<file path="config.mk">
export PLATFORM = sky130hd
export DESIGN_NAME = dtm_walker
export DESIGN_NICKNAME = d
export VERILOG_FILES = /design/src/dna_trie_insert_and_match_assert.svh /design/src/dtm_pkg.sv /design/src/dtm_walker.sv
export SDC_FILE = /design/constraint.sdc
export NUM_CORES = 1
export LEC_CHECK = 0
export BUFFER_PORTS_ARGS = -buffer_cell sky130_fd_sc_hd__buf_2
export CORE_MARGIN = 5
export CORE_UTILIZATION = 56
export DETAILED_ROUTE_END_ITERATION = 7
export GPL_TIMING_DRIVEN = 0
export PLACE_DENSITY = 0.81
export SETUP_SLACK_MARGIN = 0.05
export SLEW_MARGIN = 5
export SYNTH_ARGS = -nofsm -noshare
export SYNTH_HDL_FRONTEND = slang
export SYNTH_SLANG_ARGS = --single-unit
</file>
<file path="constraint.sdc">
create_clock -name aclk -period 4.8 [get_ports aclk]
set_input_delay 0 -clock aclk [delete_from_list [all_inputs] [get_ports aclk]]
set_output_delay 0 -clock aclk [all_outputs]
set_load 0.02 [all_outputs]
</file>
<file path="src/dna_trie_insert_and_match_assert.svh">
// Assertion macros shared by the trie block.
`ifndef DNA_TRIE_INSERT_AND_MATCH_ASSERT_SVH
`define DNA_TRIE_INSERT_AND_MATCH_ASSERT_SVH

`ifndef SYNTHESIS

// Check that cons holds in the same cycle as ante.
`define DTM_ASSERT_SAME(label, clk, rst_n, ante, cons) \
    label: assert property (@(posedge clk) disable iff (!rst_n) (ante) |-> (cons)) \
        else $error("trie block assertion failed");

// Check that cons holds in the cycle after ante.
`define DTM_ASSERT_NEXT(label, clk, rst_n, ante, cons) \
    label: assert property (@(posedge clk) disable iff (!rst_n) (ante) |=> (cons)) \
        else $error("trie block assertion failed");

`else

`define DTM_ASSERT_SAME(label, clk, rst_n, ante, cons)
`define DTM_ASSERT_NEXT(label, clk, rst_n, ante, cons)

`endif

`endif

</file>
<file path="src/dtm_pkg.sv">
package dtm_pkg;

    // Node pool size and derived pointer widths
    localparam int NODE_COUNT = 1024;
    localparam int PTR_W      = $clog2(NODE_COUNT);
    localparam int FREE_W     = PTR_W + 1;

    // Field and register widths
    localparam int SYM_W   = 8;
    localparam int QLEN_W  = 5;
    localparam int TOTAL_W = 32;
    localparam int PADDR_W = 3;
    localparam int PDATA_W = 32;

    localparam logic [QLEN_W-1:0] QLEN_RESET = QLEN_W'(10);

    // Register index, taken from paddr above the byte offset
    localparam logic REG_QUERY_LENGTH = 1'b0;

    // Request types
    localparam logic REQ_INSERT = 1'b0;
    localparam logic REQ_CHECK  = 1'b1;

    // DNA letters, lower-case ASCII
    localparam logic [SYM_W-1:0] CHAR_A = 8'h61;
    localparam logic [SYM_W-1:0] CHAR_T = 8'h74;
    localparam logic [SYM_W-1:0] CHAR_C = 8'h63;
    localparam logic [SYM_W-1:0] CHAR_G = 8'h67;

    localparam logic [1:0] SLOT_A = 2'd0;
    localparam logic [1:0] SLOT_T = 2'd1;
    localparam logic [1:0] SLOT_C = 2'd2;
    localparam logic [1:0] SLOT_G = 2'd3;

    typedef logic [PTR_W-1:0] ptr_t;

    // One trie node: four child pointers, zero means no child
    typedef ptr_t [3:0] node_t;

    typedef struct packed {
        logic       is_dna;
        logic [1:0] slot;
    } letter_t;

    // Node memory access for one cycle
    typedef struct packed {
        logic  wr_en;
        ptr_t  wr_addr;
        node_t wr_data;
        ptr_t  rd_addr;
    } mem_req_t;

    typedef struct packed {
        logic               op_done;
        logic               matched;
        logic               pool_overflow;
        logic [TOTAL_W-1:0] strings_checked;
        logic [TOTAL_W-1:0] strings_mapped;
    } result_t;

    // Map a character to its child slot
    function automatic letter_t letter_slot(input logic [SYM_W-1:0] sym);
        letter_t l;
        l.is_dna = 1'b1;
        l.slot   = SLOT_A;
        case (sym)
            CHAR_A: l.slot = SLOT_A;
            CHAR_T: l.slot = SLOT_T;
            CHAR_C: l.slot = SLOT_C;
            CHAR_G: l.slot = SLOT_G;
            default: l.is_dna = 1'b0;
        endcase
        return l;
    endfunction

endpackage

</file>
<file path="src/dtm_walker.sv">
module dtm_walker
    import dtm_pkg::*;
(
    input  logic              aclk,
    input  logic              aresetn,
    input  logic              s_valid,
    output logic              s_ready,
    input  logic              s_req_type,
    input  logic [SYM_W-1:0]  s_symbol,
    input  logic              s_last_char,
    input  logic [QLEN_W-1:0] query_length,
    output mem_req_t          mem_req,
    input  node_t             rd_data,
    output logic              res_valid,
    output result_t           res,
    input  logic              res_ready
);

    typedef enum logic [3:0] {
        ST_IDLE  = 4'b0001,
        ST_EVAL  = 4'b0010,
        ST_CLEAR = 4'b0100,
        ST_EMIT  = 4'b1000
    } walk_state_t;

    walk_state_t state_reg, state_next;

    // Request payload
    logic             req_type_reg;
    logic [SYM_W-1:0] symbol_reg;
    logic             last_reg;

    // Trie and per-string state
    logic               root_present_reg, root_present_next;
    logic [FREE_W-1:0]  next_free_reg, next_free_next;
    ptr_t               cursor_reg, cursor_next;
    logic               stopped_reg, stopped_next;
    logic               overflow_reg, overflow_next;
    logic [QLEN_W-1:0]  followed_reg, followed_next;
    logic [TOTAL_W-1:0] checked_reg, checked_next;
    logic [TOTAL_W-1:0] mapped_reg, mapped_next;
    ptr_t               clear_addr_reg, clear_addr_next;
    result_t            res_reg, res_next;

    letter_t letter;
    node_t   node_data;
    ptr_t    child;
    ptr_t    free_ptr;
    logic    alloc;
    logic    match;

    assign letter    = letter_slot(symbol_reg);
    // Before the root exists the root node reads as cleared
    assign node_data = root_present_reg ? rd_data : '0;
    assign child     = node_data[letter.slot];
    assign free_ptr  = next_free_reg[PTR_W-1:0];

    assign s_ready   = (state_reg == ST_IDLE);
    assign res_valid = (state_reg == ST_EMIT);
    assign res       = res_reg;

    // Evaluate one character against the node read from memory
    always_comb begin
        state_next        = state_reg;
        root_present_next = root_present_reg;
        next_free_next    = next_free_reg;
        cursor_next       = cursor_reg;
        stopped_next      = stopped_reg;
        overflow_next     = overflow_reg;
        followed_next     = followed_reg;
        checked_next      = checked_reg;
        mapped_next       = mapped_reg;
        clear_addr_next   = clear_addr_reg;
        res_next          = res_reg;
        alloc             = 1'b0;
        match             = 1'b0;
        mem_req.wr_en     = 1'b0;
        mem_req.wr_addr   = cursor_reg;
        mem_req.wr_data   = '0;
        mem_req.rd_addr   = cursor_reg;

        case (state_reg)
            ST_IDLE: begin
                if (s_valid) begin
                    state_next = ST_EVAL;
                end
            end

            ST_EVAL: begin
                if (req_type_reg == REQ_INSERT) begin
                    if (!stopped_reg) begin
                        // Create and clear the root on the first insert
                        if (!root_present_reg) begin
                            root_present_next = 1'b1;
                            mem_req.wr_en     = 1'b1;
                        end
                        if (!letter.is_dna) begin
                            stopped_next = 1'b1;
                        end else if (child != '0) begin
                            cursor_next = child;
                        end else if (next_free_reg >= FREE_W'(NODE_COUNT)) begin
                            overflow_next = 1'b1;
                            stopped_next  = 1'b1;
                        end else begin
                            // Link a fresh node and clear it next cycle
                            alloc                        = 1'b1;
                            mem_req.wr_en                = 1'b1;
                            mem_req.wr_data              = node_data;
                            mem_req.wr_data[letter.slot] = free_ptr;
                            cursor_next                  = free_ptr;
                            clear_addr_next              = free_ptr;
                            next_free_next               = next_free_reg + 1'b1;
                        end
                    end
                end else begin
                    if (!stopped_reg && (followed_reg < query_length)) begin
                        followed_next = followed_reg + 1'b1;
                        if (!root_present_reg) begin
                            stopped_next = 1'b1;
                        end else if (letter.is_dna) begin
                            if (child == '0) begin
                                stopped_next = 1'b1;
                            end else begin
                                cursor_next = child;
                            end
                        end
                    end
                end

                // Close the string: build the result and drop per-string state
                if (last_reg) begin
                    if (req_type_reg == REQ_CHECK) begin
                        match = root_present_next && !stopped_next;
                        if (checked_reg != '1) begin
                            checked_next = checked_reg + 1'b1;
                        end
                        if (match && (mapped_reg != '1)) begin
                            mapped_next = mapped_reg + 1'b1;
                        end
                    end
                    res_next.op_done         = req_type_reg;
                    res_next.matched         = match;
                    res_next.pool_overflow   = (req_type_reg == REQ_INSERT) && overflow_next;
                    res_next.strings_checked = checked_next;
                    res_next.strings_mapped  = mapped_next;
                    cursor_next   = '0;
                    stopped_next  = 1'b0;
                    overflow_next = 1'b0;
                    followed_next = '0;
                end

                if (alloc) begin
                    state_next = ST_CLEAR;
                end else if (last_reg) begin
                    state_next = ST_EMIT;
                end else begin
                    state_next = ST_IDLE;
                end
            end

            ST_CLEAR: begin
                mem_req.wr_en   = 1'b1;
                mem_req.wr_addr = clear_addr_reg;
                state_next      = last_reg ? ST_EMIT : ST_IDLE;
            end

            ST_EMIT: begin
                if (res_ready) begin
                    state_next = ST_IDLE;
                end
            end

            default: state_next = ST_IDLE;
        endcase
    end

    // Hold control state
    always_ff @(posedge aclk) begin
        if (!aresetn) begin
            state_reg        <= ST_IDLE;
            root_present_reg <= 1'b0;
            next_free_reg    <= FREE_W'(1);
            cursor_reg       <= '0;
            stopped_reg      <= 1'b0;
            overflow_reg     <= 1'b0;
            followed_reg     <= '0;
            checked_reg      <= '0;
            mapped_reg       <= '0;
        end else begin
            state_reg        <= state_next;
            root_present_reg <= root_present_next;
            next_free_reg    <= next_free_next;
            cursor_reg       <= cursor_next;
            stopped_reg      <= stopped_next;
            overflow_reg     <= overflow_next;
            followed_reg     <= followed_next;
            checked_reg      <= checked_next;
            mapped_reg       <= mapped_next;
        end
    end

    // Capture request payload and pending result
    always_ff @(posedge aclk) begin
        if (s_valid && s_ready) begin
            req_type_reg <= s_req_type;
            symbol_reg   <= s_symbol;
            last_reg     <= s_last_char;
        end
        clear_addr_reg <= clear_addr_next;
        res_reg        <= res_next;
    end

endmodule

</file>
==> results of run 1 <==
[power by group]
group          leakage, µW  internal, µW  switching, µW  total, µW
clock             0.000297           789            635       1420
combinational      0.00259          67.0            124        191
sequential         0.00166          1650           13.4       1660
total              0.00455          2500            773       3280
[critical path: stages (launching register included)]
cell	delay (ns)
edfxtp_1	0.32
clkbuf_1	0.37
and4b_1	0.25
clkbuf_1	0.33
mux2i_1	0.24
o221ai_1	0.24
nor4_2	0.38
nand3_2	0.26
or4_1	0.58
buf_2	0.24
buf_2	0.21
a21oi_1	0.29
buf_2	0.23
[cell type report]
class,count,share of cell area (%)
plain buffers,74,2.48
flip-flops and latches,184,38.6
multi-input cells,799,41.3
well taps,225,2.39
clock inverters,12,1.08
clock buffers,20,4.05
repair buffers,202,9.25
inverters,25,0.807
[kinds of logic (layout without fill, tap and decap cells)]
group	after synthesis	count (layout)	synth area share [%]
AOI/OAI and AO/OA	193	193	12.0
xor gates and xnor gates	95	95	8.48
adders and majority gates	9	9	1.15
buffers and inverters	99	333	3.94
DFF	184	184	46.4
muxes	33	33	3.56
and+or+nand+nor	469	469	24.4
[stage by stage]
step | setup WS [ns] | total power [µW] | TNS, ns | instance area [µm²]
after floorplan | 1.19 | 1790 | 0 | 9810
after global placement | -0.297 | 1870 | -2.06 | 11000
after detailed placement | 0.747 | 1880 | 0 | 11100
after CTS | 0.495 | 3280 | 0 | 11800
after global routing | 0.291 | 3360 | 0 | 11800
final | 0.406 | 3280 | 0 | 11800
[worst max-delay path by stage]
| stage | from | to | depth (start not counted) |
|---|---|---|---|
| after floorplan | state_reg[1]$_SDFFE_PN0P_ | mapped_reg[1]$_SDFFE_PN0P_ | 10 |
| after global placement | last_reg$_DFFE_PP_ | mapped_reg[1]$_SDFFE_PN0P_ | 10 |
| after detailed placement | symbol_reg[2]$_DFFE_PP_ | clear_addr_reg[1]$_DFFE_PP_ | 10 |
| after CTS | symbol_reg[5]$_DFFE_PP_ | mem_req[42] | 12 |
| after global routing | symbol_reg[5]$_DFFE_PP_ | mem_req[30] | 12 |
| final | symbol_reg[5]$_DFFE_PP_ | mem_req[42] | 12 |
[metal layers]
metal  vias to the layer above  share of wire, %  GRT usage, %
li1                       4355                 -             -
met4                         0               3.7          12.0
met3                        70               9.0          7.19
met5                         -                 0             0
met1                      4317                39          34.6
met2                       451                49          48.2
[layout by cell type (no fill, tap or decap), types with 8 or more instances in the layout]
| cell | instances |
|---|---|
| buf_2 | 200 |
| nand2_1 | 116 |
| nor2_1 | 101 |
| dfxtp_1 | 97 |
| a21oi_1 | 88 |
| edfxtp_1 | 87 |
| nand3_1 | 69 |
| xor2_1 | 58 |
| clkbuf_1 | 54 |
| xnor2_1 | 37 |
| nor3_1 | 30 |
| o21ai_0 | 28 |
| inv_1 | 24 |
| or3_1 | 22 |
| nand4_1 | 20 |
| nor4_1 | 20 |
| mux2i_1 | 18 |
| or4_1 | 18 |
| clkbuf_16 | 18 |
| mux2_2 | 15 |
| o31ai_1 | 14 |
| and2_1 | 13 |
| dlygate4sd3_1 | 13 |
| o22ai_1 | 11 |
| and3_1 | 10 |
| nand2b_1 | 9 |
| ha_1 | 9 |
| buf_1 | 8 |
==> impl_metrics.json, run 1 <==
{
  "vias": 9193,
  "syn_avg_cell_area_um2": 9.07,
  "clock_latency_ns": 0.44,
  "min_to": "cursor_reg[7]$_SDFFE_PN0P_",
  "max_freq_mhz": 228,
  "multi_input_area_um2": 4870,
  "first_iter_violations": 700,
  "setup_viol": 0,
  "p_leak_uw": 0.00455,
  "syn_nets": 1150,
  "reg2reg_depth": 11,
  "utilization_pct": 68.4,
  "die_w_um": 142,
  "hp-start": "rd_data[7]",
  "cts_buffer_depth": 2,
  "status": "completed",
  "final_cell_count_no_fill": 1541,
  "synth.distinct_cells": 65,
  "yosys-top-cells-area": "edfxtp_1, dfxtp_1, xor2_1",
  "min_path_type": "primary input to flop",
  "cp-end-kind": "output port",
  "antenna_found_initial": 0,
  "initial_core_util_pct": 56.9,
  "firstDrtPassIters": 8,
  "hpwl_um": 21100,
  "cts_buffers": 17,
  "timing.final.crit_share_pct": 91.5,
  "critical_path_class": "flop to output port",
  "synth_edf_count": 87,
  "whs_ns": 0.0197,
  "route.detailed.drc": 0,
  "synth.top_cell.area_share_pct": 26.6,
  "portBuffers": 188,
  "start_kind": "flop",
  "worst_clock_skew_ns": 0.00822,
  "die_area_um2": 20300,
  "regArea_um2": 4550,
  "hold_depth": 4,
  "antenna_left": 0,
  "yosysWarnings": 0,
  "postCtsSetupBuffers": 0,
  "powerDensity_nw_per_um2": 278,
  "cts-root-buf": "clkbuf_16",
  "cts_resized": 0,
  "grt_pass1_vias": 8856,
  "max_cap_violations": 0,
  "grt_usage_pct": 28.4,
  "async_flop_share_pct": 0,
  "diodes": 0,
  "slew_viol_final": 0,
  "dieHeight_um": 142,
  "max-vdd-ir-drop_mv": 0.261,
  "area_growth_pct": 20.2,
  "worstPathArrival_ns": 4.39,
  "cp.required_ns": 4.80,
  "dp.cells": 1496,
  "ys_ff_latch": 184,
  "r2r-end": "clear_addr_reg[0]$_DFFE_PP_",
  "tritoncts": "done",
  "nets": 1371,
  "tightestPinTransition_ns": 1.21,
  "syn_area_um2": 9810,
  "rows": 48,
  "period_minus_slack_ns": 4.39,
  "num_io_pins": 189,
  "timing.slew.headroom_pct": 18.5,
  "synth_top_area_cell": "edfxtp_1",
  "post_drt_via_cell_ratio": 5.97,
  "yosysSeqAreaShare_pct": 46.4,
  "yosys-top-cells-count": "nand2_1, nor2_1, dfxtp_1, a21oi_1, edfxtp_1",
  "post_drt_wl_per_cell_um": 18.6,
  "gr-total-overflow": 0,
  "finalHoldViolations": 0,
  "core_area_um2": 17200,
  "cp_max_fo": 10,
  "cts_hold_buf": 13,
  "fillers": 1377,
  "netlist_instances": 1082,
  "timing.rr.start": "symbol_reg[5]$_DFFE_PP_",
  "synth_flop_cell": "dfxtp_1",
  "cts_sinks": 184,
  "reg2reg_slack_ns": 0.67,
  "synth_most_common_cell": "nand2_1",
  "gp_congestion": 0.973,
  "largest_reg_flops": 67,
  "grt_pass1_wl_um": 45500,
  "rsz0062_at_grt": "no",
  "grt_max_degree": 44,
  "clk_pin_slew_worst_paths_ns": 0.07,
  "drt_wl_total_um": 28700,
  "htree_num_levels": 4,
  "drive_gt1_share_pct": 19.9
}
No activity file was read; power rests on OpenSTA's default activity.
==> inputs of run 2 (changes only) <==
Settings changed: CORE_UTILIZATION 56 to 60, PLACE_DENSITY 0.81 to 0.86.
Clock period 4.8 ns to 5.2 ns, I/O delays scaled along.
==> impl_metrics.json, run 2 (synthesis gave the netlist of run 1 again) <==
{
  "status": "completed",
  "rsz0062_at_grt": "no",
  "final_cell_area_um2": 11700,
  "clk_pin_slew_worst_paths_ns": 0.07,
  "max_cap_violations": 0,
  "num_io_pins": 189,
  "cts_hold_buf": 13,
  "max_freq_mhz": 229,
  "tritoncts": "done",
  "drt_wl_total_um": 27900,
  "postCtsSetupBuffers": 0,
  "tightestPinTransition_ns": 1.28,
  "max-vdd-ir-drop_mv": 0.251,
  "area_growth_pct": 19.5,
  "finalHoldViolations": 0,
  "tns_ns": 0,
  "cts_buffers": 17,
  "vias": 9254,
  "min_path_type": "primary input to flop",
  "dieHeight_um": 138,
  "cp_max_fo": 10,
  "largest_reg_flops": 67,
  "clock_latency_ns": 0.43,
  "post_drt_via_cell_ratio": 6.04,
  "firstDrtPassIters": 5,
  "grt_pass1_wl_um": 43900,
  "timing.final.crit_share_pct": 84.1,
  "worst_clock_skew_ns": 0.00939,
  "start_kind": "flop",
  "cp.required_ns": 5.20,
  "worstPathArrival_ns": 4.37,
  "reg2reg_depth": 10,
  "diodes": 0,
  "timing.slew.headroom_pct": 13.5,
  "first_iter_violations": 1022,
  "rows": 46,
  "drive_gt1_share_pct": 19.5,
  "period_minus_slack_ns": 4.37,
  "initial_core_util_pct": 61.5,
  "gp_congestion": 0.924,
  "cts-root-buf": "clkbuf_16",
  "hpwl_um": 20400,
  "antenna_left": 0,
  "die_w_um": 138,
  "cts_sinks": 184,
  "die_area_um2": 19000,
  "mostFrequentLayoutCell": "buf_2",
  "hold_depth": 4,
  "placed_cell_area_um2": 11000,
  "grt_max_degree": 46,
  "p_leak_uw": 0.00452,
  "critical_path_class": "flop to output port",
  "grt_usage_pct": 29.4,
  "utilization_pct": 73.5,
  "powerDensity_nw_per_um2": 249,
  "gr-total-overflow": 0,
  "nets": 1371,
  "cts_buffer_depth": 2,
  "fillers": 1183,
  "cp-end-kind": "output port",
  "cts_resized": 0,
  "mostFrequentLayoutCells": "buf_2, nand2_1, nor2_1",
  "htree_num_levels": 4,
  "p_total_uw": 2920,
  "grt_pass1_vias": 8592,
  "core_area_um2": 15900,
  "setup_viol": 0,
  "whs_ns": 0.0114,
  "route.detailed.drc": 0,
  "portBuffers": 188,
  "slew_viol_final": 0,
  "antenna_found_initial": 0,
  "post_drt_wl_per_cell_um": 18.2
}
[run 2: final timing paths]
check	to	slack [ns]	from
max	mem_req[41]	0.83	symbol_reg[2]$_DFFE_PP_
min	cursor_reg[9]$_SDFFE_PN0P_	0.01	rd_data[9]
max reg2reg	clear_addr_reg[4]$_DFFE_PP_	1.12	symbol_reg[2]$_DFFE_PP_
min reg2reg	clear_addr_reg[9]$_DFFE_PP_	0.43	next_free_reg[9]$_SDFFE_PN0P_
[run 2: per-stage QoR]
stage          setup slack [ns]  cells
6_report                  0.826   1532
5_1_grt                   0.740   1532
4_1_cts                   0.904   1532
3_5_place_dp               1.23   1487
3_3_place_gp              0.110   1486
2_1_floorplan              1.59   1082
[run 2: area by class of cell]
cell class                 instances  area [µm²]  share of cell area (%)
clock buffer                      20         447                    3.81
sequential                       184        4550                    38.9
multi-input combinational        799        4870                    41.5
inverter                          25        95.1                   0.811
clock inverter                    12         100                   0.854
timing repair buffer             202        1090                    9.31
tap                              216         270                    2.31
buffer                            74         293                    2.50
[run 2: worst max-delay path: stages, from the launching register on]
cell	delay, ns
edfxtp_1	0.32
buf_2	0.27
buf_1	0.45
mux2i_1	0.45
o221ai_1	0.29
nor4_2	0.33
nand3_2	0.22
or4_1	0.57
buf_2	0.25
buf_2	0.21
a21oi_1	0.31
buf_2	0.24
[run 2: routing by layer]
metal  share of wire, %  global-route usage (%)  up-vias
met5                  0                       0        -
met4                3.6                    11.9        0
met3                9.8                    7.76       72
met2                 48                    48.1      535
met1                 39                    37.1     4282
li1                   -                       -     4365
[run 2: power by group]
part / switching (µW) / internal, µW / leakage (µW) / total, µW
registers: 12.4 / 1520 / 0.00166 / 1530
logic: 114 / 61.9 / 0.00259 / 176
clock network: 541 / 668 / 0.000259 / 1210
total: 668 / 2250 / 0.00452 / 2920
