### config.mk
export PLATFORM = sky130hd
export DESIGN_NAME = dtm_cfg_regs
export DESIGN_NICKNAME = d
export VERILOG_FILES = /design/src/dna_trie_insert_and_match_assert.svh /design/src/dtm_pkg.sv /design/src/dtm_cfg_regs.sv
export SDC_FILE = /design/constraint.sdc
export NUM_CORES = 1
export LEC_CHECK = 0
export ABC_AREA = 1
export ABC_CLOCK_PERIOD_IN_PS = 800
export BUFFER_PORTS_ARGS = -buffer_cell sky130_fd_sc_hd__buf_2
export CAP_MARGIN = 20
export CORE_MARGIN = 2
export CORE_UTILIZATION = 29
export CTS_BUF_LIST = sky130_fd_sc_hd__clkbuf_4 sky130_fd_sc_hd__clkbuf_8
export CTS_CLUSTER_SIZE = 24
export DETAILED_ROUTE_END_ITERATION = 16
export GPL_TIMING_DRIVEN = 0
export PLACE_DENSITY = 0.82
export RECOVER_POWER = 25
export REMOVE_ABC_BUFFERS = 1
export SKIP_LAST_GASP = 1
export SYNTH_ARGS = -nofsm -noshare
export SYNTH_HDL_FRONTEND = slang
export SYNTH_SLANG_ARGS = --single-unit
### constraint.sdc
create_clock -name aclk -period 0.8 [get_ports aclk]
set_input_delay 0.12 -clock aclk [delete_from_list [all_inputs] [get_ports aclk]]
set_output_delay 0.12 -clock aclk [all_outputs]
set_load 0.05 [all_outputs]
### src/dna_trie_insert_and_match_assert.svh
// Assertion macros shared by the trie block.
`ifndef DNA_TRIE_INSERT_AND_MATCH_ASSERT_SVH
`define DNA_TRIE_INSERT_AND_MATCH_ASSERT_SVH

`ifndef SYNTHESIS

// Check that cons holds in the same cycle as ante.
`define DTM_ASSERT_SAME(label, clk, rst_n, ante, cons) \
    label: assert property (@(posedge clk) disable iff (!rst_n) (ante) |-> (cons)) \
        else $error("trie block assertion failed");

// Check that cons holds in the cycle after ante.
`define DTM_ASSERT_NEXT(label, clk, rst_n, ante, cons) \
    label: assert property (@(posedge clk) disable iff (!rst_n) (ante) |=> (cons)) \
        else $error("trie block assertion failed");

`else

`define DTM_ASSERT_SAME(label, clk, rst_n, ante, cons)
`define DTM_ASSERT_NEXT(label, clk, rst_n, ante, cons)

`endif

`endif

### src/dtm_pkg.sv
package dtm_pkg;

    // Node pool size and derived pointer widths
    localparam int NODE_COUNT = 1024;
    localparam int PTR_W      = $clog2(NODE_COUNT);
    localparam int FREE_W     = PTR_W + 1;

    // Field and register widths
    localparam int SYM_W   = 8;
    localparam int QLEN_W  = 5;
    localparam int TOTAL_W = 32;
    localparam int PADDR_W = 3;
    localparam int PDATA_W = 32;

    localparam logic [QLEN_W-1:0] QLEN_RESET = QLEN_W'(10);

    // Register index, taken from paddr above the byte offset
    localparam logic REG_QUERY_LENGTH = 1'b0;

    // Request types
    localparam logic REQ_INSERT = 1'b0;
    localparam logic REQ_CHECK  = 1'b1;

    // DNA letters, lower-case ASCII
    localparam logic [SYM_W-1:0] CHAR_A = 8'h61;
    localparam logic [SYM_W-1:0] CHAR_T = 8'h74;
    localparam logic [SYM_W-1:0] CHAR_C = 8'h63;
    localparam logic [SYM_W-1:0] CHAR_G = 8'h67;

    localparam logic [1:0] SLOT_A = 2'd0;
    localparam logic [1:0] SLOT_T = 2'd1;
    localparam logic [1:0] SLOT_C = 2'd2;
    localparam logic [1:0] SLOT_G = 2'd3;

    typedef logic [PTR_W-1:0] ptr_t;

    // One trie node: four child pointers, zero means no child
    typedef ptr_t [3:0] node_t;

    typedef struct packed {
        logic       is_dna;
        logic [1:0] slot;
    } letter_t;

    // Node memory access for one cycle
    typedef struct packed {
        logic  wr_en;
        ptr_t  wr_addr;
        node_t wr_data;
        ptr_t  rd_addr;
    } mem_req_t;

    typedef struct packed {
        logic               op_done;
        logic               matched;
        logic               pool_overflow;
        logic [TOTAL_W-1:0] strings_checked;
        logic [TOTAL_W-1:0] strings_mapped;
    } result_t;

    // Map a character to its child slot
    function automatic letter_t letter_slot(input logic [SYM_W-1:0] sym);
        letter_t l;
        l.is_dna = 1'b1;
        l.slot   = SLOT_A;
        case (sym)
            CHAR_A: l.slot = SLOT_A;
            CHAR_T: l.slot = SLOT_T;
            CHAR_C: l.slot = SLOT_C;
            CHAR_G: l.slot = SLOT_G;
            default: l.is_dna = 1'b0;
        endcase
        return l;
    endfunction

endpackage

### src/dtm_cfg_regs.sv
module dtm_cfg_regs
    import dtm_pkg::*;
(
    input  logic               aclk,
    input  logic               aresetn,
    input  logic               psel,
    input  logic               penable,
    input  logic               pwrite,
    input  logic [PADDR_W-1:0] paddr,
    input  logic [PDATA_W-1:0] pwdata,
    output logic [PDATA_W-1:0] prdata,
    output logic               pready,
    output logic [QLEN_W-1:0]  query_length
);

    logic [QLEN_W-1:0] query_length_reg;
    logic              reg_index;
    logic              wr_strobe;

    assign reg_index = paddr[PADDR_W-1];
    assign pready    = 1'b1;
    assign wr_strobe = psel && penable && pwrite && pready;

    // Update query length on the access cycle of a write
    always_ff @(posedge aclk) begin
        if (!aresetn) begin
            query_length_reg <= QLEN_RESET;
        end else if (wr_strobe && (reg_index == REG_QUERY_LENGTH)) begin
            query_length_reg <= pwdata[QLEN_W-1:0];
        end
    end

    // Return register contents on read
    always_comb begin
        prdata = '0;
        if (reg_index == REG_QUERY_LENGTH) begin
            prdata = PDATA_W'(query_length_reg);
        end
    end

    assign query_length = query_length_reg;

endmodule

==> impl_results.md, run 1 <==
- Worst skew pair latency: 0.24 ns
- Detail Route Antenna Nets: 0
- Global-route wire length before repair: 1.30 mm
- Layout area overhead: 36.0%
- Tcrit/Tclk final: 1.25
- Mapped Area: 490 um^2
- Final Hold Vio Count: 0
- Total negative slack: -1.43 ns
- Reg2Reg Depth: 4
- Initial antenna violation count: 0
- Hold buffers post-CTS: 0
- Vias in the first global route: 352
- # rows: 14
- IO Port Bufs: 20
- Comb pwr share: 0.464
- DR WL/cell: 7.80 um
- Final number of setup-violating endpoints: 10
- Post-Synthesis Cells: 74
- CP Data Required Time: 0.68 ns
- Via/cell ratio: 3.50
- Reg clk slew, reported paths: 0.04 ns
- Largest family of logic cells by synthesized area: buffers and inverters
- CP arrival: 0.88 ns
- Mean Syn Cell Area: 6.63 um^2
- Post-route cell area: 667 um^2
- Root Driver: clkbuf_4
- DRC viols: 0
- RSZ-0062 raised after global routing: yes
- Num ports: 78
- Final WS setup: -0.200 ns
- CP endpoint kind: output port
- Share of layout cells above drive strength 1: 0.455
- Final Util: 0.433
- Min Clock Period, post-route: 1.00 ns
- Antenna Cells: 0
- Pre-Repair DR Iteration Count: 2
- FMAX: 1000 MHz
- Sequential area share after synthesis: 0.204
- Worst R2R Setup Slack: 0.03 ns
- Register area: 111 um^2
- Status: finished with violations
- Psw: 521 uW
- Starting DRT DRC Count: 4
- Die Width: 45.1 um
- TritonCTS clock tree: done
- XOR/XNOR share of the synthesized area: 0
- Fillers: 167
- Final WL: 897 um
- Initial Util: 0.318
- Fin nets: 140
- CP max FO: 3
- Synth Area in Simple Gates: 0.268
- Tot GR Track Use: 0.0911
- Power share of the clock group: 0.292
- Pint: 565 uW
- GPL Wtd Cong: 0.756
- Worst vdd ir: 0.559 mV
- Area of the die: 2040 um^2
- Yosys cell types: 12
- Largest net degree at the start of global routing: 8
- Cts bufs inserted: 3
- Vias: 403
- Yosys warning count: 0
- CP Class: reg -> out
- Net Sw Frac: 0.480
- CTS sink cnt: 5
- Power Dens Cells: 1630 nW/um^2
- Max cap viols: 0
- Synth top area cells: buf_4, dfxtp_1, nor2_1
- Clock skew: 0 ns
- Worst hold stages: 3
- GRT overflow: 0
- Multi-input logic area: 256 um^2
- Post-synthesis mux area share: 0
- Post-synthesis compound-gate area fraction: 0
- Largest area contributor in the netlist: buf_4
- Worst r2r src: query_length[1]
- Reg-to-reg critical path endpoint: query_length[1]
- Leak: 0.000388 uW
- Post-synthesis sequential element count: 5
- Failing checks: setup timing
- Die Ht: 45.1 um
- Crit path launch type: flip-flop
- Post-synthesis adder-cell area fraction: 0
- Synth top area share: 0.429
- Hold_sp: pwdata[3]
- Hold-critical path endpoint: query_length[3]
- Max FFs per register: 5
- Worst Hold Class: in -> reg
- Final HPWL DP: 699 um
- Final slew viol count: 0
- Reg power frac: 0.244
- Maximum clock path buffer count: 2
- Core area: 1540 um^2
- H-Tree Depth: 1
- Placed cell areas: 498 um^2
[layout by cell type, fill, tap and decap left out]
cell and instances:
nor2_1 8, buf_4 2, nand2_2 2, nand3_1 4
clkbuf_4 4, inv_1 7, nor2_2 3, dfxtp_2 3
nand2_1 7, buf_8 5, nor2_4 2, nand2_4 1
buf_2 10, inv_2 4, dfxtp_4 2, conb_1 28
nand3_2 1, buf_6 6
[layer usage]
metal  vias to the layer above  track usage  wire [um]
met5                         -            0          0
met4                         0       0.0353          0
met3                         0       0.0480        114
met2                        32        0.146        462
met1                       162        0.102        321
li1                        209            -          -
[cell usage after synthesis]
library cell,instances
nand2_2,1
inv_1,10
nand2_4,1
buf_4,28
nor2_1,11
nor2_4,1
nor2_2,1
conb_1,2
nand3_1,5
nand2_1,8
inv_2,1
dfxtp_1,5
[cells by family after synthesis]
group / count (synthesis)
DFF: 5
and+or+nand+nor: 28
buffers and inverters: 39
other: 2
[critical path, cell delays in order (launching register included)]
cell	delay [ns]
dfxtp_4	0.36
inv_2	0.04
nor2_2	0.08
buf_6	0.16
[timing repair]
| action | CTS | global route |
|---|---|---|
| endpoints found under the setup margin | 10 | 11 |
| resized for setup | 28 | 16 |
| buffers inserted | 3 | 0 |
| pin swaps | 2 | 3 |
[through the flow]
step	hold slack, ns	total power, uW	worst slack (ns)	cells
floorplan	0.205	662	-0.684	72
global placement	0.332	718	-0.0313	108
detailed placement	0.346	721	-0.0409	108
CTS	0.0969	1090	-0.212	115
global route	0.109	1140	-0.238	115
finish	0.109	1090	-0.200	115
[power by group through the flow]
stage	Clock [uW]	Combinational (uW)	Sequential [uW]
2_1_floorplan	0	362	300
3_3_place_gp	0	448	270
3_5_place_dp	0	451	270
4_1_cts	332	487	268
5_1_grt	346	528	266
6_report	318	503	265
[worst max path at each step]
stage / from / endpoint / slack [ns]
floorplan: query_length[0] / prdata[0] / -0.68
global placement: query_length[2] / prdata[2] / -0.03
detailed placement: query_length[4] / prdata[4] / -0.04
CTS: query_length[4] / prdata[4] / -0.21
global route: query_length[0] / prdata[0] / -0.24
finish: query_length[2] / prdata[2] / -0.20
[cell type report]
cell class                 count  area share
clock buffer                   4      0.0450
tap                           16      0.0300
inverter                      11      0.0619
timing repair buffer          23       0.311
sequential                     5       0.167
multi-input combinational     56       0.385
(Power assumes the default switching activity.)
==> run 2: changes to the inputs <==
--- a/config.mk
+++ b/config.mk
@@ -6,16 +6,16 @@
 export NUM_CORES = 1
 export LEC_CHECK = 0
 export ABC_AREA = 1
-export ABC_CLOCK_PERIOD_IN_PS = 800
+export ABC_CLOCK_PERIOD_IN_PS = 900
 export BUFFER_PORTS_ARGS = -buffer_cell sky130_fd_sc_hd__buf_2
 export CAP_MARGIN = 20
 export CORE_MARGIN = 2
-export CORE_UTILIZATION = 29
+export CORE_UTILIZATION = 26
 export CTS_BUF_LIST = sky130_fd_sc_hd__clkbuf_4 sky130_fd_sc_hd__clkbuf_8
 export CTS_CLUSTER_SIZE = 24
 export DETAILED_ROUTE_END_ITERATION = 16
 export GPL_TIMING_DRIVEN = 0
-export PLACE_DENSITY = 0.82
+export PLACE_DENSITY = 0.78
 export RECOVER_POWER = 25
 export REMOVE_ABC_BUFFERS = 1
 export SKIP_LAST_GASP = 1
==> constraint.sdc (replaced) <==
create_clock -name aclk -period 0.9 [get_ports aclk]
set_input_delay 0.135 -clock aclk [delete_from_list [all_inputs] [get_ports aclk]]
set_output_delay 0.135 -clock aclk [all_outputs]
set_load 0.05 [all_outputs]
==> impl_results.md, run 2 (synthesis results as in run 1) <==
- Maximum clock path buffer count: 2
- Delay of the slowest critical-path stage: 0.35 ns
- Pre-Repair DR Iteration Count: 2
- Leak: 0.000370 uW
- Crit path from: query_length[0]
- Vias: 400
- Tcrit/Tclk final: 1.15
- CP arrival: 0.90 ns
- Clock skew: 0 ns
- Fin nets: 139
- Num ports: 78
- Global-route wire length before repair: 1.30 mm
- CP Class: reg -> out
- Final HPWL DP: 769 um
- # rows: 15
- Die Ht: 47.4 um
- GRT overflow: 0
- RSZ-0062 raised after global routing: yes
- Pint: 497 uW
- Most common cell after layout, fill and taps aside: conb_1
- Failing checks: setup timing
- Fillers: 187
- Min Clock Period, post-route: 1.03 ns
- Cts bufs inserted: 3
- Final WS setup: -0.132 ns
- Count of buffer and inverter cells on the critical path: 2
- Hold buffers post-CTS: 0
- Detail Route Antenna Nets: 0
- Initial antenna violation count: 0
- Non-Filler Instances: 123
- DRC viols: 0
- Share of layout cells above drive strength 1: 0.459
- Tot GR Track Use: 0.0872
- Layout area overhead: 30.1%
- Largest net degree at the start of global routing: 8
- Max FFs per register: 5
- Root Driver: clkbuf_4
- CTS sink cnt: 5
- IO Port Bufs: 20
- Worst Hold Class: in -> reg
- H-Tree Depth: 1
- Reg power frac: 0.247
- Pre-CTS WS: 0.0291 ns
- Via/cell ratio: 3.25
- FMAX: 969 MHz
- Area of the die: 2250 um^2
- Power share of the clock group: 0.301
- Final number of setup-violating endpoints: 7
- Final WL: 946 um
- CP endpoint kind: output port
- CP max stage cell: dfxtp_4
- Net Sw Frac: 0.486
- Antenna Cells: 0
- Final Util: 0.366
- Reg clk slew, reported paths: 0.04 ns
- Final slew viol count: 0
- CP max FO: 3
- Most frequent cells in the layout: conb_1, buf_2, nand2_1, buf_6
- DR WL/cell: 7.69 um
- Worst skew pair latency: 0.25 ns
- Worst r2r src: query_length[3]
- Vias in the first global route: 348
- Die Width: 47.4 um
- Min Hold Slack: 0.106 ns
- Power Dens Cells: 1510 nW/um^2
- Worst vdd ir: 0.409 mV
- Worst path cell trace: inv_2, nor2_2, buf_6
- Starting DRT DRC Count: 9
- Initial Util: 0.281
- Crit path max-delay family: flip-flops
- Psw: 469 uW
- Inst Count DP: 117
- Core area: 1750 um^2
- TritonCTS clock tree: done
- Register area: 109 um^2
- Multi-input logic area: 249 um^2
- Reg2Reg Depth: 3
- Final Hold Vio Count: 0
- Max cap viols: 0
- WP depth: 3
- Comb pwr share: 0.452
- Reg-to-reg critical path endpoint: query_length[3]
- GPL Wtd Cong: 0.653
- Status: finished with violations
- CP Data Required Time: 0.76 ns
- Worst R2R Setup Slack: 0.21 ns
- Worst setup path end: prdata[0]
- Crit path launch type: flip-flop
[run 2: worst min path at each step]
stage / from / endpoint / slack (ns) / cells after the start
3_3_place_gp: pwdata[1] / query_length[1] / 0.35 / 3
5_1_grt: pwdata[3] / query_length[3] / 0.11 / 3
3_5_place_dp: pwdata[3] / query_length[3] / 0.36 / 3
2_1_floorplan: aresetn / query_length[1] / 0.22 / 1
6_report: pwdata[3] / query_length[3] / 0.11 / 3
4_1_cts: pwdata[3] / query_length[3] / 0.11 / 3
[run 2: tightest hold or removal path, cell delays in order]
cell and delay, ns:
buf_2 0.07, nand2_1 0.04, nand3_1 0.07
[run 2: what timing repair did]
action | 4_1_cts | 5_1_grt
pin swaps | 2 | 3
resized for setup | 23 | 14
setup buffers | 0 | 2
endpoints found under the setup margin | 10 | 10
[run 2: routing by layer]
metal / routed length, um / track usage / vias to the layer above
met5: 0 / 0 / -
met4: 45 / 0.100 / 0
met3: 112 / 0.0189 / 5
met2: 478 / 0.141 / 31
met1: 309 / 0.0862 / 158
li1: - / - / 206
[run 2: power by group through the flow]
stage	Clock, uW	Combinational, uW	Sequential, uW
finish	291	436	239
global route	322	460	238
CTS	295	421	239
detailed placement	0	401	240
global placement	0	399	240
floorplan	0	322	266
[run 2: area by class of cell]
type / count / share of cell area
Multi-Input combinational cell: 56 / 0.390
Tap cell: 25 / 0.0490
Clock buffer: 4 / 0.0471
Timing Repair Buffer: 22 / 0.278
Sequential cell: 5 / 0.171
Inverter: 11 / 0.0647
[run 2: per-stage QoR]
step	area [um^2]	setup TNS [ns]	total power (uW)
global route	638	-0.967	1020
finish	638	-0.733	966
floorplan	378	-2.99	589
detailed placement	509	0	642
global placement	509	0	639
CTS	592	-0.889	955
==> run 3: changes to the inputs <==
--- a/config.mk
+++ b/config.mk
@@ -5,7 +5,7 @@
 export SDC_FILE = /design/constraint.sdc
 export NUM_CORES = 1
 export LEC_CHECK = 0
-export ABC_AREA = 1
+export ABC_AREA = 0
 export ABC_CLOCK_PERIOD_IN_PS = 900
 export BUFFER_PORTS_ARGS = -buffer_cell sky130_fd_sc_hd__buf_2
 export CAP_MARGIN = 20
==> impl_results.md, run 3 <==
- CP arrival: 0.90 ns
- CP max stage cell: dfxtp_2
- Pre-Repair DR Iteration Count: 1
- Vias in the first global route: 267
- Largest family of logic cells by synthesized area: buffers and inverters
- Reg clk slew, reported paths: 0.04 ns
- Register area: 105 um^2
- Leak: 0.000320 uW
- CP max FO: 3
- Sequential area share after synthesis: 0.207
- Largest area contributor in the netlist: buf_4
- Status: finished with violations
- DR WL/cell: 8.43 um
- Synth Area in Simple Gates: 0.209
- Worst R2R Setup Slack: 0.24 ns
- Synth top area share: 0.434
- TritonCTS clock tree: done
- Clock skew: 0 ns
- Worst hold stages: 3
- Post-synthesis adder-cell area fraction: 0
- Global-route wire length before repair: 993 um
- Via/cell ratio: 3.31
- Crit path launch type: flip-flop
- Initial Util: 0.277
- Num ports: 78
- Min Hold Slack: 0.148 ns
- GPL Wtd Cong: 0.538
- Final Hold Vio Count: 0
- Total negative slack: -0.824 ns
- Crit path max-delay family: flip-flops
- Final WS setup: -0.135 ns
- Final WL: 885 um
- Fin nets: 121
- Post-synthesis sequential element count: 5
- FMAX: 966 MHz
- Fillers: 187
- Power Dens Cells: 1480 nW/um^2
- Worst skew pair latency: 0.23 ns
- IO Port Bufs: 20
- Layout area overhead: 25.8%
- Maximum clock path buffer count: 2
- Starting DRT DRC Count: 0
- DRC viols: 0
- Synth top area cells: buf_4, dfxtp_1, mux2i_1
- Async SR Flop Fraction: 0
- Inst Count DP: 99
- Hold buffers post-CTS: 0
- Post-Synthesis Cells: 58
- RSZ-0062 raised after global routing: yes
- Share of layout cells above drive strength 1: 0.438
- XOR/XNOR share of the synthesized area: 0
- Top-count cell post-synth: buf_4
- Min Clock Period, post-route: 1.03 ns
- Final slew viol count: 0
- GRT overflow: 0
- Final HPWL DP: 654 um
- Post-synthesis mux area share: 0.103
- # rows: 15
- Worst r2r src: query_length[4]
- Worst vdd ir: 0.382 mV
- Final number of setup-violating endpoints: 8
- Detail Route Antenna Nets: 0
- Yosys warning count: 0
- Worst Hold Class: in -> reg
- CP endpoint kind: output port
- Most common cell after layout, fill and taps aside: conb_1
- Root Driver: clkbuf_4
- Max cap viols: 0
- Hold-critical path endpoint: query_length[4]
- Failing checks: setup timing
- Antenna Cells: 0
- CP Class: reg -> out
- Pwr Total: 899 uW
- H-Tree Depth: 1
- Die Width: 47.2 um
- Post-route cell area: 609 um^2
- Delay of the slowest critical-path stage: 0.32 ns
- Post-synth EDFFs: 0
- Most frequent cells in the layout: conb_1, buf_2, buf_6, nand2_1
- CP Data Required Time: 0.76 ns
- Area of the die: 2220 um^2
- Non-Filler Instances: 105
- Reg-to-reg critical path endpoint: query_length[4]
- Yosys cell types: 10
- Commonest cells post-synth: buf_4, nand2_1, and2b_2, dfxtp_1, mux2i_1
- Worst path cell trace: and2b_2, buf_6
- Vias: 348
- Tcrit/Tclk final: 1.15
- CTS sink cnt: 5
- Max FFs per register: 5
- Tot GR Track Use: 0.0702
- Cts bufs inserted: 3
- Count of buffer and inverter cells on the critical path: 1
- Multi-input logic area: 256 um^2
- Top FF cell, synth: dfxtp_1
- Hold_sp: pwdata[4]
- Post-synthesis compound-gate area fraction: 0
- Placed cell areas: 488 um^2
- Initial antenna violation count: 0
- Die Ht: 47.2 um
- Reg2Reg Depth: 3
- Mapped Area: 484 um^2
- Core area: 1750 um^2
- Mean Syn Cell Area: 8.35 um^2
- Largest net degree at the start of global routing: 11
-- run 3: cell count changes after synthesis, sizes merged --
cell / previous run / this run
and2b: 0 / 5
and4b: 0 / 1
buf: 28 / 30
inv: 11 / 0
mux2i: 0 / 5
nand2: 10 / 6
nand3: 5 / 0
nor2: 13 / 0
nor2b: 0 / 4
-- run 3: power breakdown --
group	switching, uW	total (uW)	internal (uW)
Clock	83.8	281	197
Sequential	3.61	232	228
Combinational	328	386	58.6
Total	415	899	484
-- run 3: cell type report --
type,count,area share
Sequential cell,5,0.172
Multi-Input combinational cell,49,0.421
Clock buffer,4,0.0493
Tap cell,25,0.0513
Timing Repair Buffer,22,0.306
-- run 3: metrics by stage --
step                      worst slack [ns]  utilization
after floorplan                     -0.245            -
after global placement              -0.110        0.280
after detailed placement            -0.142        0.280
after CTS                           -0.137        0.318
after global routing                -0.171        0.349
final                               -0.135        0.349
-- run 3: what timing repair did --
item,in CTS,in global routing
setup endpoints to repair,10,10
resized for setup,12,16
pin swaps,0,0
buffers inserted,0,2
-- run 3: worst reg2reg max path: cells and delay by family (launching register included) --
family        cells  cell delay [ns]
buf+inv           1             0.11
flops             1             0.32
mux               1             0.06
simple gates      1             0.05
-- run 3: kinds of logic (layout without fill, tap and decap cells) --
group | Yosys count | after routing
buf+inv | 30 | 26
simple gates | 16 | 16
mux | 5 | 5
flops | 5 | 5
other cells | 2 | 28
-- run 3: worst max path at each step --
| stage | start | end | cells past startpoint |
|---|---|---|---|
| detailed placement | paddr[2] | query_length[0] | 3 |
| floorplan | query_length[1] | prdata[1] | 1 |
| global route | query_length[0] | prdata[0] | 2 |
| CTS | query_length[1] | prdata[1] | 2 |
| finish | query_length[1] | prdata[1] | 2 |
| global placement | paddr[2] | query_length[1] | 3 |
-- run 3: layer usage --
metal  track usage  share of wire  vias to the layer above
met4        0.0500              0                        0
met5             0              0                        -
met3        0.0231          0.082                        0
met2         0.142           0.63                       22
li1              -              -                      165
met1        0.0526           0.29                      161
